==> src/rtl/ssh_pkg.sv <==
package ssh_pkg;

    // Width of the length field that the block actually uses
    localparam int LENGTH_WIDTH = 32;

    localparam logic [31:0] MIX_SEED    = 32'hd3cccc57;
    localparam logic [31:0] CRC32C_POLY = 32'h82F63B78;

    // Rotate amounts of the mix hash
    localparam int ROT_A = 14;
    localparam int ROT_B = 11;
    localparam int ROT_C = 25;
    localparam int ROT_D = 16;

    // Bits folded per CRC call
    localparam int CRC_WORD_BITS = 32;
    localparam int CRC_BYTE_BITS = 8;

    // Register map: address width, and the value of byte address bit 2 for the mode register
    localparam int  CFG_ADDR_W   = 3;
    localparam logic CFG_IDX_MODE = 1'b0;

    typedef logic [3:0][7:0] t_word;

    // Rotate left by a constant amount in 1..31
    function automatic logic [31:0] f_rotl(input logic [31:0] x, input int r);
        return (x << r) | (x >> (32 - r));
    endfunction

    // Reflected CRC-32C over the low nbits of data, no inversion
    function automatic logic [31:0] f_crc(input logic [31:0] crc, input logic [31:0] data,
                                          input int nbits);
        logic [31:0] c;
        c = crc ^ data;
        for (int i = 0; i < 32; i++) begin
            if (i < nbits) begin
                c = (c >> 1) ^ (c[0] ? CRC32C_POLY : 32'h0);
            end
        end
        return c;
    endfunction

endpackage

==> src/rtl/sparse_string_hash.sv <==
// Sparse string hash. Strings arrive one byte per request, offset zero first,
// with the total length repeated on every request; the block takes one byte
// per clock unless it holds o_stall. Only sampled bytes are kept: for length 4
// or more, four little-endian words at offsets 0, len-4, len/2-2 and len/4-1;
// for length 1 to 3, the bytes at 0, len-1 and len/2. One 32-bit hash leaves
// after the last byte, through a capture register, a first hash stage and the
// output register. A zero-length request yields hash 0 on the same path.
// Register 0 (bit 0) selects the CRC-32C chain seeded with the length (1) or
// the xor/subtract/rotate mix (0); write it only while no string is in flight.
module sparse_string_hash (
    input  logic                          i_clk,
    input  logic                          i_rst_n,
    // byte channel
    input  logic                          i_valid,
    output logic                          o_stall,
    input  logic [7:0]                    i_data_byte,
    input  logic [31:0]                   i_string_length,
    // hash channel
    output logic                          o_valid,
    input  logic                          i_stall,
    output logic [31:0]                   o_hash_value,
    // configuration
    input  logic                          psel,
    input  logic                          penable,
    input  logic                          pwrite,
    input  logic [ssh_pkg::CFG_ADDR_W-1:0] paddr,
    input  logic [31:0]                   pwdata,
    output logic [31:0]                   prdata,
    output logic                          pready
);

    localparam int LW = ssh_pkg::LENGTH_WIDTH;

    // Configuration
    logic r_use_crc;

    // Capture state
    logic [LW-1:0]        r_byte_position;
    ssh_pkg::t_word [3:0] r_words;

    // Capture register (last byte seen)
    logic                 r_fin_valid;
    ssh_pkg::t_word [3:0] r_fin_words;
    logic [31:0]          r_fin_len;
    logic                 r_fin_crc;
    logic                 r_fin_zero;

    // First hash stage
    logic        r_mid_valid;
    logic [31:0] r_mid_h;
    logic [31:0] r_mid_a;
    logic [31:0] r_mid_b;
    logic [31:0] r_mid_w2;
    logic [31:0] r_mid_w3;
    logic        r_mid_big;
    logic        r_mid_crc;
    logic        r_mid_zero;

    // Output register
    logic        r_out_valid;
    logic [31:0] r_out_hash;

    logic                 out_adv, mid_free, fin_free, in_acc;
    logic [LW-1:0]        len;
    logic                 len_zero, len_big, is_last, emit;
    logic [LW-1:0]        off [4];
    logic [LW-1:0]        rel [4];
    ssh_pkg::t_word [3:0] n_words;
    logic [31:0]          n_mid_h, n_mid_a, n_mid_b;
    logic [31:0]          n_out_hash;
    logic                 fin_big;

    // Pipeline flow
    assign out_adv  = !r_out_valid || !i_stall;
    assign mid_free = !r_mid_valid || out_adv;
    assign fin_free = !r_fin_valid || mid_free;
    assign in_acc   = i_valid && fin_free;
    assign o_stall  = !fin_free;
    assign o_valid  = r_out_valid;
    assign o_hash_value = r_out_hash;

    // Configuration port
    assign pready = 1'b1;
    assign prdata = {31'b0, r_use_crc};

    always_ff @(posedge i_clk) begin
        if (!i_rst_n) begin
            r_use_crc <= 1'b0;
        end else if (psel && penable && pwrite && pready
                     && paddr[2] == ssh_pkg::CFG_IDX_MODE) begin
            r_use_crc <= pwdata[0];
        end
    end

    // Decode length and sample positions
    assign len      = i_string_length[LW-1:0];
    assign len_zero = (len == '0);
    assign len_big  = (len >= LW'(4));
    assign is_last  = ({1'b0, r_byte_position} + (LW+1)'(1)) >= {1'b0, len};
    assign emit     = len_zero || is_last;

    assign off[0] = '0;
    assign off[1] = len - LW'(4);
    assign off[2] = (len >> 1) - LW'(2);
    assign off[3] = (len >> 2) - LW'(1);

    // Insert the byte into each sample word it falls in
    always_comb begin
        n_words = (r_byte_position == '0) ? '0 : r_words;
        for (int k = 0; k < 4; k++) begin
            rel[k] = r_byte_position - off[k];
        end
        if (len_big) begin
            for (int k = 0; k < 4; k++) begin
                if (rel[k] < LW'(4)) begin
                    n_words[k][rel[k][1:0]] = i_data_byte;
                end
            end
        end else begin
            if (r_byte_position == '0) begin
                n_words[0][0] = i_data_byte;
            end
            if (r_byte_position == len - LW'(1)) begin
                n_words[1][0] = i_data_byte;
            end
            if (r_byte_position == (len >> 1)) begin
                n_words[2][0] = i_data_byte;
            end
        end
    end

    // Advance position and samples
    always_ff @(posedge i_clk) begin
        if (!i_rst_n) begin
            r_byte_position <= '0;
            r_words         <= '0;
        end else if (in_acc) begin
            if (len_zero || is_last) begin
                r_byte_position <= '0;
            end else begin
                r_byte_position <= r_byte_position + LW'(1);
            end
            if (!len_zero) begin
                r_words <= n_words;
            end
        end
    end

    // Capture register
    always_ff @(posedge i_clk) begin
        if (!i_rst_n) begin
            r_fin_valid <= 1'b0;
        end else if (fin_free) begin
            r_fin_valid <= in_acc && emit;
        end
    end

    always_ff @(posedge i_clk) begin
        if (fin_free && in_acc && emit) begin
            r_fin_words <= n_words;
            r_fin_len   <= 32'(len);
            r_fin_crc   <= r_use_crc;
            r_fin_zero  <= len_zero;
        end
    end

    // First hash stage: first two CRC folds, or first half of the mix
    assign fin_big = (r_fin_len >= 32'd4);

    always_comb begin
        logic [31:0] h0, h1, a0;
        h0 = r_fin_len ^ ssh_pkg::MIX_SEED ^ r_fin_words[1] ^ r_fin_words[2];
        h1 = h0 - ssh_pkg::f_rotl(r_fin_words[2], ssh_pkg::ROT_A);
        a0 = r_fin_words[0] ^ h1;
        n_mid_a = a0 - ssh_pkg::f_rotl(h1, ssh_pkg::ROT_B);
        n_mid_b = r_fin_words[2] + (fin_big ? 32'(r_fin_words[3]) : 32'h0);
        if (r_fin_crc) begin
            if (fin_big) begin
                n_mid_h = ssh_pkg::f_crc(
                    ssh_pkg::f_crc(r_fin_len, r_fin_words[0], ssh_pkg::CRC_WORD_BITS),
                    r_fin_words[1], ssh_pkg::CRC_WORD_BITS);
            end else begin
                n_mid_h = ssh_pkg::f_crc(
                    ssh_pkg::f_crc(r_fin_len, {24'h0, r_fin_words[0][0]},
                                   ssh_pkg::CRC_BYTE_BITS),
                    {24'h0, r_fin_words[1][0]}, ssh_pkg::CRC_BYTE_BITS);
            end
        end else begin
            n_mid_h = h1;
        end
    end

    always_ff @(posedge i_clk) begin
        if (!i_rst_n) begin
            r_mid_valid <= 1'b0;
        end else if (mid_free) begin
            r_mid_valid <= r_fin_valid;
        end
    end

    always_ff @(posedge i_clk) begin
        if (mid_free && r_fin_valid) begin
            r_mid_h    <= n_mid_h;
            r_mid_a    <= n_mid_a;
            r_mid_b    <= n_mid_b;
            r_mid_w2   <= r_fin_words[2];
            r_mid_w3   <= r_fin_words[3];
            r_mid_big  <= fin_big;
            r_mid_crc  <= r_fin_crc;
            r_mid_zero <= r_fin_zero;
        end
    end

    // Second hash stage: last CRC folds, or second half of the mix
    always_comb begin
        logic [31:0] b0, b1, h2;
        b0 = r_mid_b ^ r_mid_a;
        b1 = b0 - ssh_pkg::f_rotl(r_mid_a, ssh_pkg::ROT_C);
        h2 = r_mid_h ^ b1;
        if (r_mid_zero) begin
            n_out_hash = '0;
        end else if (r_mid_crc) begin
            if (r_mid_big) begin
                n_out_hash = ssh_pkg::f_crc(
                    ssh_pkg::f_crc(r_mid_h, r_mid_w2, ssh_pkg::CRC_WORD_BITS),
                    r_mid_w3, ssh_pkg::CRC_WORD_BITS);
            end else begin
                n_out_hash = ssh_pkg::f_crc(r_mid_h, {24'h0, r_mid_w2[7:0]},
                                            ssh_pkg::CRC_BYTE_BITS);
            end
        end else begin
            n_out_hash = h2 - ssh_pkg::f_rotl(b1, ssh_pkg::ROT_D);
        end
    end

    // Output register
    always_ff @(posedge i_clk) begin
        if (!i_rst_n) begin
            r_out_valid <= 1'b0;
        end else if (out_adv) begin
            r_out_valid <= r_mid_valid;
        end
    end

    always_ff @(posedge i_clk) begin
        if (out_adv && r_mid_valid) begin
            r_out_hash <= n_out_hash;
        end
    end

`ifndef SYNTHESIS
    a_zero_len_rewinds: assert property (@(posedge i_clk) disable iff (!i_rst_n)
        in_acc && len_zero |=> r_byte_position == '0)
        else $error("byte position not rewound after empty string");

    a_mid_step: assert property (@(posedge i_clk) disable iff (!i_rst_n)
        in_acc && !emit |=> r_byte_position == $past(r_byte_position) + LW'(1))
        else $error("byte position did not advance");

    a_stall_only_full: assert property (@(posedge i_clk) disable iff (!i_rst_n)
        o_stall |-> r_fin_valid && r_mid_valid && r_out_valid)
        else $error("input stalled with room in the pipeline");

    a_empty_gives_zero: assert property (@(posedge i_clk) disable iff (!i_rst_n)
        r_mid_valid && r_mid_zero && out_adv |=> o_valid && o_hash_value == '0)
        else $error("empty string did not hash to zero");

    a_last_captured: assert property (@(posedge i_clk) disable iff (!i_rst_n)
        in_acc && emit |=> r_fin_valid)
        else $error("last byte not captured");
`endif

endmodule

==> config.mk <==
export PLATFORM = sky130hd
export DESIGN_NAME = sparse_string_hash
export DESIGN_NICKNAME = d
export VERILOG_FILES = /design/src/rtl/ssh_pkg.sv /design/src/rtl/sparse_string_hash.sv
export SDC_FILE = /design/constraint.sdc
export NUM_CORES = 2
export LEC_CHECK = 0
export ABC_AREA = 1
export BUFFER_PORTS_ARGS = -buffer_cell sky130_fd_sc_hd__buf_2
export CORE_MARGIN = 1.5
export CORE_UTILIZATION = 30
export DETAILED_ROUTE_END_ITERATION = 10
export PLACE_DENSITY_LB_ADDON = 0.08
export SLEW_MARGIN = 20
export SYNTH_ARGS = -nofsm -noshare
export SYNTH_HDL_FRONTEND = slang
export SYNTH_SLANG_ARGS = --single-unit
==> constraint.sdc <==
create_clock -name i_clk -period 16.41 [get_ports i_clk]
set_input_delay 1.641 -clock i_clk [delete_from_list [all_inputs] [get_ports i_clk]]
set_output_delay 1.641 -clock i_clk [all_outputs]
set_load 0.05 [all_outputs]
Word level (Yosys, flattened, before mapping)
Index checks and enable logic that the tools add are counted.
{"block": "word_totals", "register_bits": 521, "out_inout_bits": 67, "inputBits": 82}
{"block": "classes", "bitwise_logic": 171, "magnitude_cmp": 15, "n_mux": 550, "add_sub_neg": 14, "n_eq_ne": 2, "n_reduce_logical": 25}
{"op": "two-way mux 32 bit", "n": 528}
{"op": "XOR 31 x 32 -> 32 bit", "n": 152}
{"op": "XOR 32 bit", "n": 9}
{"op": "subtractor 32 bit", "n": 7}
{"op": "bitwise mux 32 bit", "n": 4}
{"op": "< comparator 32 x 3 -> 1 bit, second input constant", "n": 4}
{"op": "two-way mux 128 bit", "n": 1}
{"op": "XOR 32 x 8 -> 32 bit", "n": 3}
{"op": "two-way mux 8 bit", "n": 10}
{"op": "demux 8 bit (select 2 bit)", "n": 4}
{"op": "greater-or-equal comparator 32 x 3 -> 1 bit, second input constant", "n": 2}
{"op": "zero test 32 bit", "n": 2}
{"op": "two-way mux 56 bit", "n": 1}
{"op": "two-way mux 24 bit", "n": 2}
{"op": "adder 32 x 1 -> 33 bit, second input constant", "n": 1}
{"op": "greater-or-equal comparator 33 x 32 -> 1 bit", "n": 1}
{"op": "adder 32 x 1 -> 32 bit, second input constant", "n": 1}
{"op": "adder 32 bit", "n": 1}
{"op": "== test 32 x 31 -> 1 bit", "n": 1}
{"op": "== test 32 bit", "n": 1}
{"op": "bitwise OR 32 x 11 -> 32 bit", "n": 1}
{"op": "bitwise OR 32 x 14 -> 32 bit", "n": 1}
{"op": "bitwise OR 32 x 16 -> 32 bit", "n": 1}
{"op": "bitwise OR 32 x 25 -> 32 bit", "n": 1}
{"op": "12 further kinds", "n": 38}

Logic depth before layout (Yosys ltp)
{"block": "depth", "ltp_word": 321, "ltp_mapped": 86, "ltp_nobuf": 82}

Worst setup path before layout
No wires, ideal clock.
{"block": "synth_path", "path_kind": "register -> register", "from": "register r_byte_position[1]", "to": "register r_fin_crc, enable pin", "required_ps": 15894, "t_arrival_ps": 6859, "stages_incl_launch_ff": 23, "path_slack_ps": 9036, "synth_period_minus_slack_ps": 7374, "n_path_buf": 0, "cell_sequence": "dfxtp_1 -> ha_1 -> nand4_1 -> nor2_1 -> nand4_1 -> nor4_1 -> nand2_1 -> nor2_1 -> nand2_1 -> nor2_1 -> nand3_1 -> nor4_1 -> xor2_1 -> inv_1 -> ha_1 -> nand4_1 -> nor3_1 -> nand2_1 -> nor3b_1 -> a2111oi_0 -> nand3_1 -> nand2_1 -> inv_1"}
{"block": "synth_between", "elab_chain_cells": 4}
{"element": "start, declared", "line": "sparse_string_hash.sv:38", "rtl": "logic [LW-1:0] r_byte_position;"}
{"element": "start signal, assigned", "line": "sparse_string_hash.sv:141", "rtl": "r_byte_position <= r_byte_position + LW'(1);"}
{"element": "adder 32 x 1 -> 33 bit", "line": "sparse_string_hash.sv:99", "rtl": "assign is_last = ({1'b0, r_byte_position} + (LW+1)'(1)) >= {1'b0, len};"}
{"element": "greater-or-equal comparator 33 x 32 -> 1 bit", "line": "sparse_string_hash.sv:99"}
{"element": "logical OR 1 bit", "line": "sparse_string_hash.sv:100", "rtl": "assign emit = len_zero || is_last;"}
{"element": "logical AND 1 bit", "line": "sparse_string_hash.sv:159", "rtl": "if (fin_free && in_acc && emit) begin"}
{"element": "end signal, assigned", "line": "sparse_string_hash.sv:162", "rtl": "r_fin_crc <= r_use_crc;"}
{"element": "end, declared", "line": "sparse_string_hash.sv:45", "rtl": "logic r_fin_crc;"}
No other way between the ends.
A chain may end at the register's enable or synchronous reset.

Worst setup path after layout
{"block": "layout_path", "from": "register r_fin_words[1] (netlist bit)", "to": "register r_mid_h[0] (data pin)"}
{"block": "layout_between", "elab_chain_cells": 209, "elab_cells_between_ends": 308, "cone_classes": "mux (224); bitwise (84)"}
{"element": "start, declared", "line": "sparse_string_hash.sv:43", "rtl": "ssh_pkg::t_word [3:0] r_fin_words;"}
{"element": "start signal, assigned", "line": "sparse_string_hash.sv:160", "rtl": "r_fin_words <= n_words;"}
{"element": "XOR 32 bit", "line": "ssh_pkg.sv:34", "rtl": "c = crc ^ data;"}
{"element": "XOR 31 x 32 -> 32 bit", "line": "ssh_pkg.sv:37", "rtl": "c = (c >> 1) ^ (c[0] ? CRC32C_POLY : 32'h0);"}
{"element": "two-way mux 32 bit", "line": "sparse_string_hash.sv:178", "rtl": "if (fin_big) begin"}
{"element": "two-way mux 32 bit", "line": "sparse_string_hash.sv:177", "rtl": "if (r_fin_crc) begin"}
{"element": "two-way mux 32 bit", "line": "ssh_pkg.sv:37"}
{"element": "XOR 31 x 32 -> 32 bit", "line": "ssh_pkg.sv:37"}
{"element": "two-way mux 32 bit", "line": "sparse_string_hash.sv:178"}
{"element": "two-way mux 32 bit", "line": "sparse_string_hash.sv:177"}
{"element": "[... 194 more ...]"}
{"element": "two-way mux 32 bit", "line": "sparse_string_hash.sv:177"}
{"element": "XOR 31 x 32 -> 32 bit", "line": "ssh_pkg.sv:37"}
{"element": "two-way mux 32 bit", "line": "sparse_string_hash.sv:178"}
{"element": "two-way mux 32 bit", "line": "sparse_string_hash.sv:177"}
{"element": "XOR 31 x 32 -> 32 bit", "line": "ssh_pkg.sv:37"}
{"element": "two-way mux 32 bit (*)", "line": "sparse_string_hash.sv:178"}
{"element": "two-way mux 32 bit (*)", "line": "sparse_string_hash.sv:177"}
{"element": "named net n_mid_h[0]", "line": "sparse_string_hash.sv:69", "rtl": "logic [31:0] n_mid_h, n_mid_a, n_mid_b;"}
{"element": "end signal, assigned", "line": "sparse_string_hash.sv:203", "rtl": "r_mid_h <= n_mid_h;"}
{"element": "end, declared", "line": "sparse_string_hash.sv:50", "rtl": "logic [31:0] r_mid_h;"}
Mark *: on every way through the listed nets, which the timed path passes. The rest lies on a longest branch. The select of a mux whose other input is x is not followed.

==> impl_metrics.toml <==
[yosys]
postSynthCellCount = 9748
synthArstFlopShare_pct = 0
postSynthAreaPerCell_um2 = 6.66
yosys_register_bits = 521
synth_top_area_share_pct = 16.5
synth_top_cells_by_area = "edfxtp_1 17%, nand2_1 16%, xor2_1 12%, nand3_1 9.1%, ha_1 6.7%"
synth_cell_types = 70
yosysTopAreaCell = "edfxtp_1"
yosys_warnings = 0
syn_area_um2 = 65000
synth_edf_count = 357
synth_ff_type = "edfxtp_1"
ys_seq_area_share_pct = 21.6

[place]
gp_congestion = 0.941
dp_hpwl_um = 221000
dpl.cell_count = 12500
port_buffers = 83

[run_status]
status = "complete, no violations"

[cts]
post_cts_buffers = 0
h-tree-depth = 2
cts_hold_buffers = 0
path_clk_slew_ns = 0.06
clock_sink_count = 521
cts_resized = 0
cts_tree = "yes"
clk_path_buf_depth = 3
clk_latency_ns = 0.73
cts_root_buf = "clkbuf_16"
cts_made_buffers = 60

[drt]
drt-total-wl_um = 272000
dr.pass1.iters = 7
vias_per_cell = 4.95
wl_per_cell_um = 21.6
num_vias = 62400
drt_iter0_drc = 4246
antenna_left = 0
drc = 0

[timing]
skew_ns = 0.0481
slew_headroom_pct = 23.7
min_period_ns = 12.66
setup_viol_count_final = 0
rsz0062_at_grt = "false"
fin_crit_sh_pct = 77.2
fmax_ghz = 0.0790
slew_viol_final = 0
worstMarginPinSlew_ns = 1.14
tns_ns = 0
finalHoldViolCount = 0
hold_slack_ns = 0.457

[run]
cap_violations = 0

[final_layout]
drive_above_1_share_pct = 9.86
final_cells = 12600
fin_nets = 10200
final_core_util_pct = 32.5
area_growth_pct = 7.59

[worst_setup_path]
criticalPathCategory = "flop to flop"
slowest_delay_ns = 0.53
cpMaxStageDelayCell = "edfxtp_1"
crit_top_cell = "nand2_2"
cp-end-kind = "flop"
startpoint_type = "flop"
cp_max_fo = 21
crit_arrival_ns = 13.09
worstPathRequired_ns = 16.84

[hold_path]
hp-class = "flop to flop"

[global_route]
grt.busiest_layer = "met2"
gr-usage-met2_pct = 42.0
use_met1_pct = 31.0
grt_max_degree = 105
grt_pass1_vias = 58700
antenna_found_initial = 4
grt_use_total_pct = 24.1
overflow = 0
grt_pass1_wl_um = 393000
use_met3_pct = 1.75

[die]
die_w_um = 468
core_area_um2 = 215000
start_util_pct = 30.2
pin_count = 149
die_height_um = 468
die-area_um2 = 219000
fp-row-count = 170

[power]
p_leak_nw = 35.0
seq_power_share_pct = 46.1
vdd_drop_max_mv = 0.0820
power_density_nw_per_um2 = 44.0
combPwrFrac_pct = 8.2
clock_power_share_pct = 45.7
switchingPower_mw = 0.806
intPower_mw = 2.27
swShare_pct = 26.2
## layout by cell type, fill, tap and decap left out, types with 59 or more instances in the layout
cell type	instances
xnor2_1	292
nand4_1	59
ha_1	347
dfxtp_1	164
buf_2	83
inv_1	1038
nor2_1	417
nand2_1	2852
edfxtp_1	357
o21ai_0	373
xor2_1	914
nand3_1	1180
clkbuf_16	61
inv_2	86
a21oi_1	438
nand2_4	113
nand2_2	348
nand3_2	94
## final timing paths
kind	start	to	slack, ns	cells past startpoint
worst min register to register	r_fin_words[110]	r_mid_w3[14]	0.46	0
worst max-delay path	r_fin_words[1]	r_mid_h[0]	3.75	66
worst max register to register	r_fin_words[1]	r_mid_h[0]	3.75	66
worst min-delay path	r_fin_words[110]	r_mid_w3[14]	0.46	0
## power groups by stage
stage / clock network [mW] / registers (mW) / logic (mW)
2_1_floorplan: 0 / 1.45 / 0.173
3_3_place_gp: 0 / 1.45 / 0.247
3_5_place_dp: 0 / 1.45 / 0.251
4_1_cts: 1.44 / 1.42 / 0.252
5_1_grt: 1.49 / 1.42 / 0.279
6_report: 1.40 / 1.42 / 0.252
## layer usage
layer | vias to the layer above | part of all wire [%]
li1 | 31500 | -
met1 | 29300 | 45
met2 | 1306 | 48
met3 | 335 | 3.4
met4 | 4 | 4.1
met5 | - | 0.011
## final cells by class
cell class | instances | area (µm²)
fillers | 23600 | 145000
multi-input cells | 7867 | 45300
flip-flops and latches | 521 | 14000
inverters | 1140 | 4320
well taps | 2838 | 3550
clock buffers | 78 | 1650
repair buffers | 123 | 716
clock inverters | 35 | 378
diodes | 2 | 5.00
## through the flow
| step | total power, mW | worst slack, ns | area (µm²) |
|---|---|---|---|
| after floorplan | 1.62 | 9.04 | 65100 |
| after global placement | 1.69 | 3.82 | 67900 |
| after detailed placement | 1.70 | 3.77 | 67900 |
| after CTS | 3.11 | 3.76 | 69900 |
| after global routing | 3.18 | 2.64 | 69900 |
| final | 3.08 | 3.75 | 69900 |
## sequential cells by signal, summed over array words and instances (netlist names)
register / count
r_mid_w2: 32
r_mid_zero: 1
r_use_crc: 1
r_fin_words: 128
r_mid_a: 32
r_mid_b: 32
r_words: 128
r_mid_valid: 1
o_hash_value: 32
r_fin_zero: 1
r_mid_h: 32
r_fin_len: 32
o_valid: 1
r_fin_crc: 1
r_fin_valid: 1
r_mid_w3: 32
r_mid_crc: 1
r_mid_big: 1
r_byte_position: 32
## worst max-delay path, delay by kind of cell, from the launching register on
family | cells | cell delay (ns)
AOI/OAI and AO/OA | 1 | 0.50
DFF | 1 | 0.53
buffers and inverters | 4 | 0.73
xor gates and xnor gates | 2 | 0.43
and+or+nand+nor | 59 | 10.09
## Yosys cell counts (all sizes together), types with 7 or more instances
cell type  number
a21o           13
ha            347
a2111oi        11
nor3           28
o31ai          56
nand3        1277
xnor2         298
o211ai         27
nor2          423
o22ai           7
a21oi         441
a31oi          14
or2            62
nor4           33
clkbuf        110
edfxtp        357
nand4          59
dfxtp         164
nand2        3315
o21ai         384
inv          1137
fa              8
a211oi         20
buf           135
o21bai         24
nand3b         34
xor2          918
## kinds of logic (layout without fill, tap and decap cells)
kind of cell             count (synthesis)  in the layout  share of synthesized area [%]
AO/OA/AOI/OAI                         1022           1022                           8.67
XOR/XNOR                              1219           1219                           16.7
adder cells (fa/ha/maj)                355            355                           6.93
buffers and inverters                 1390           1376                           9.04
flip-flops                             521            521                           21.6
other                                    2             34                         0.0116
AND/OR/NAND/NOR                       5239           5239                           37.1
(Power assumes the default switching activity.)
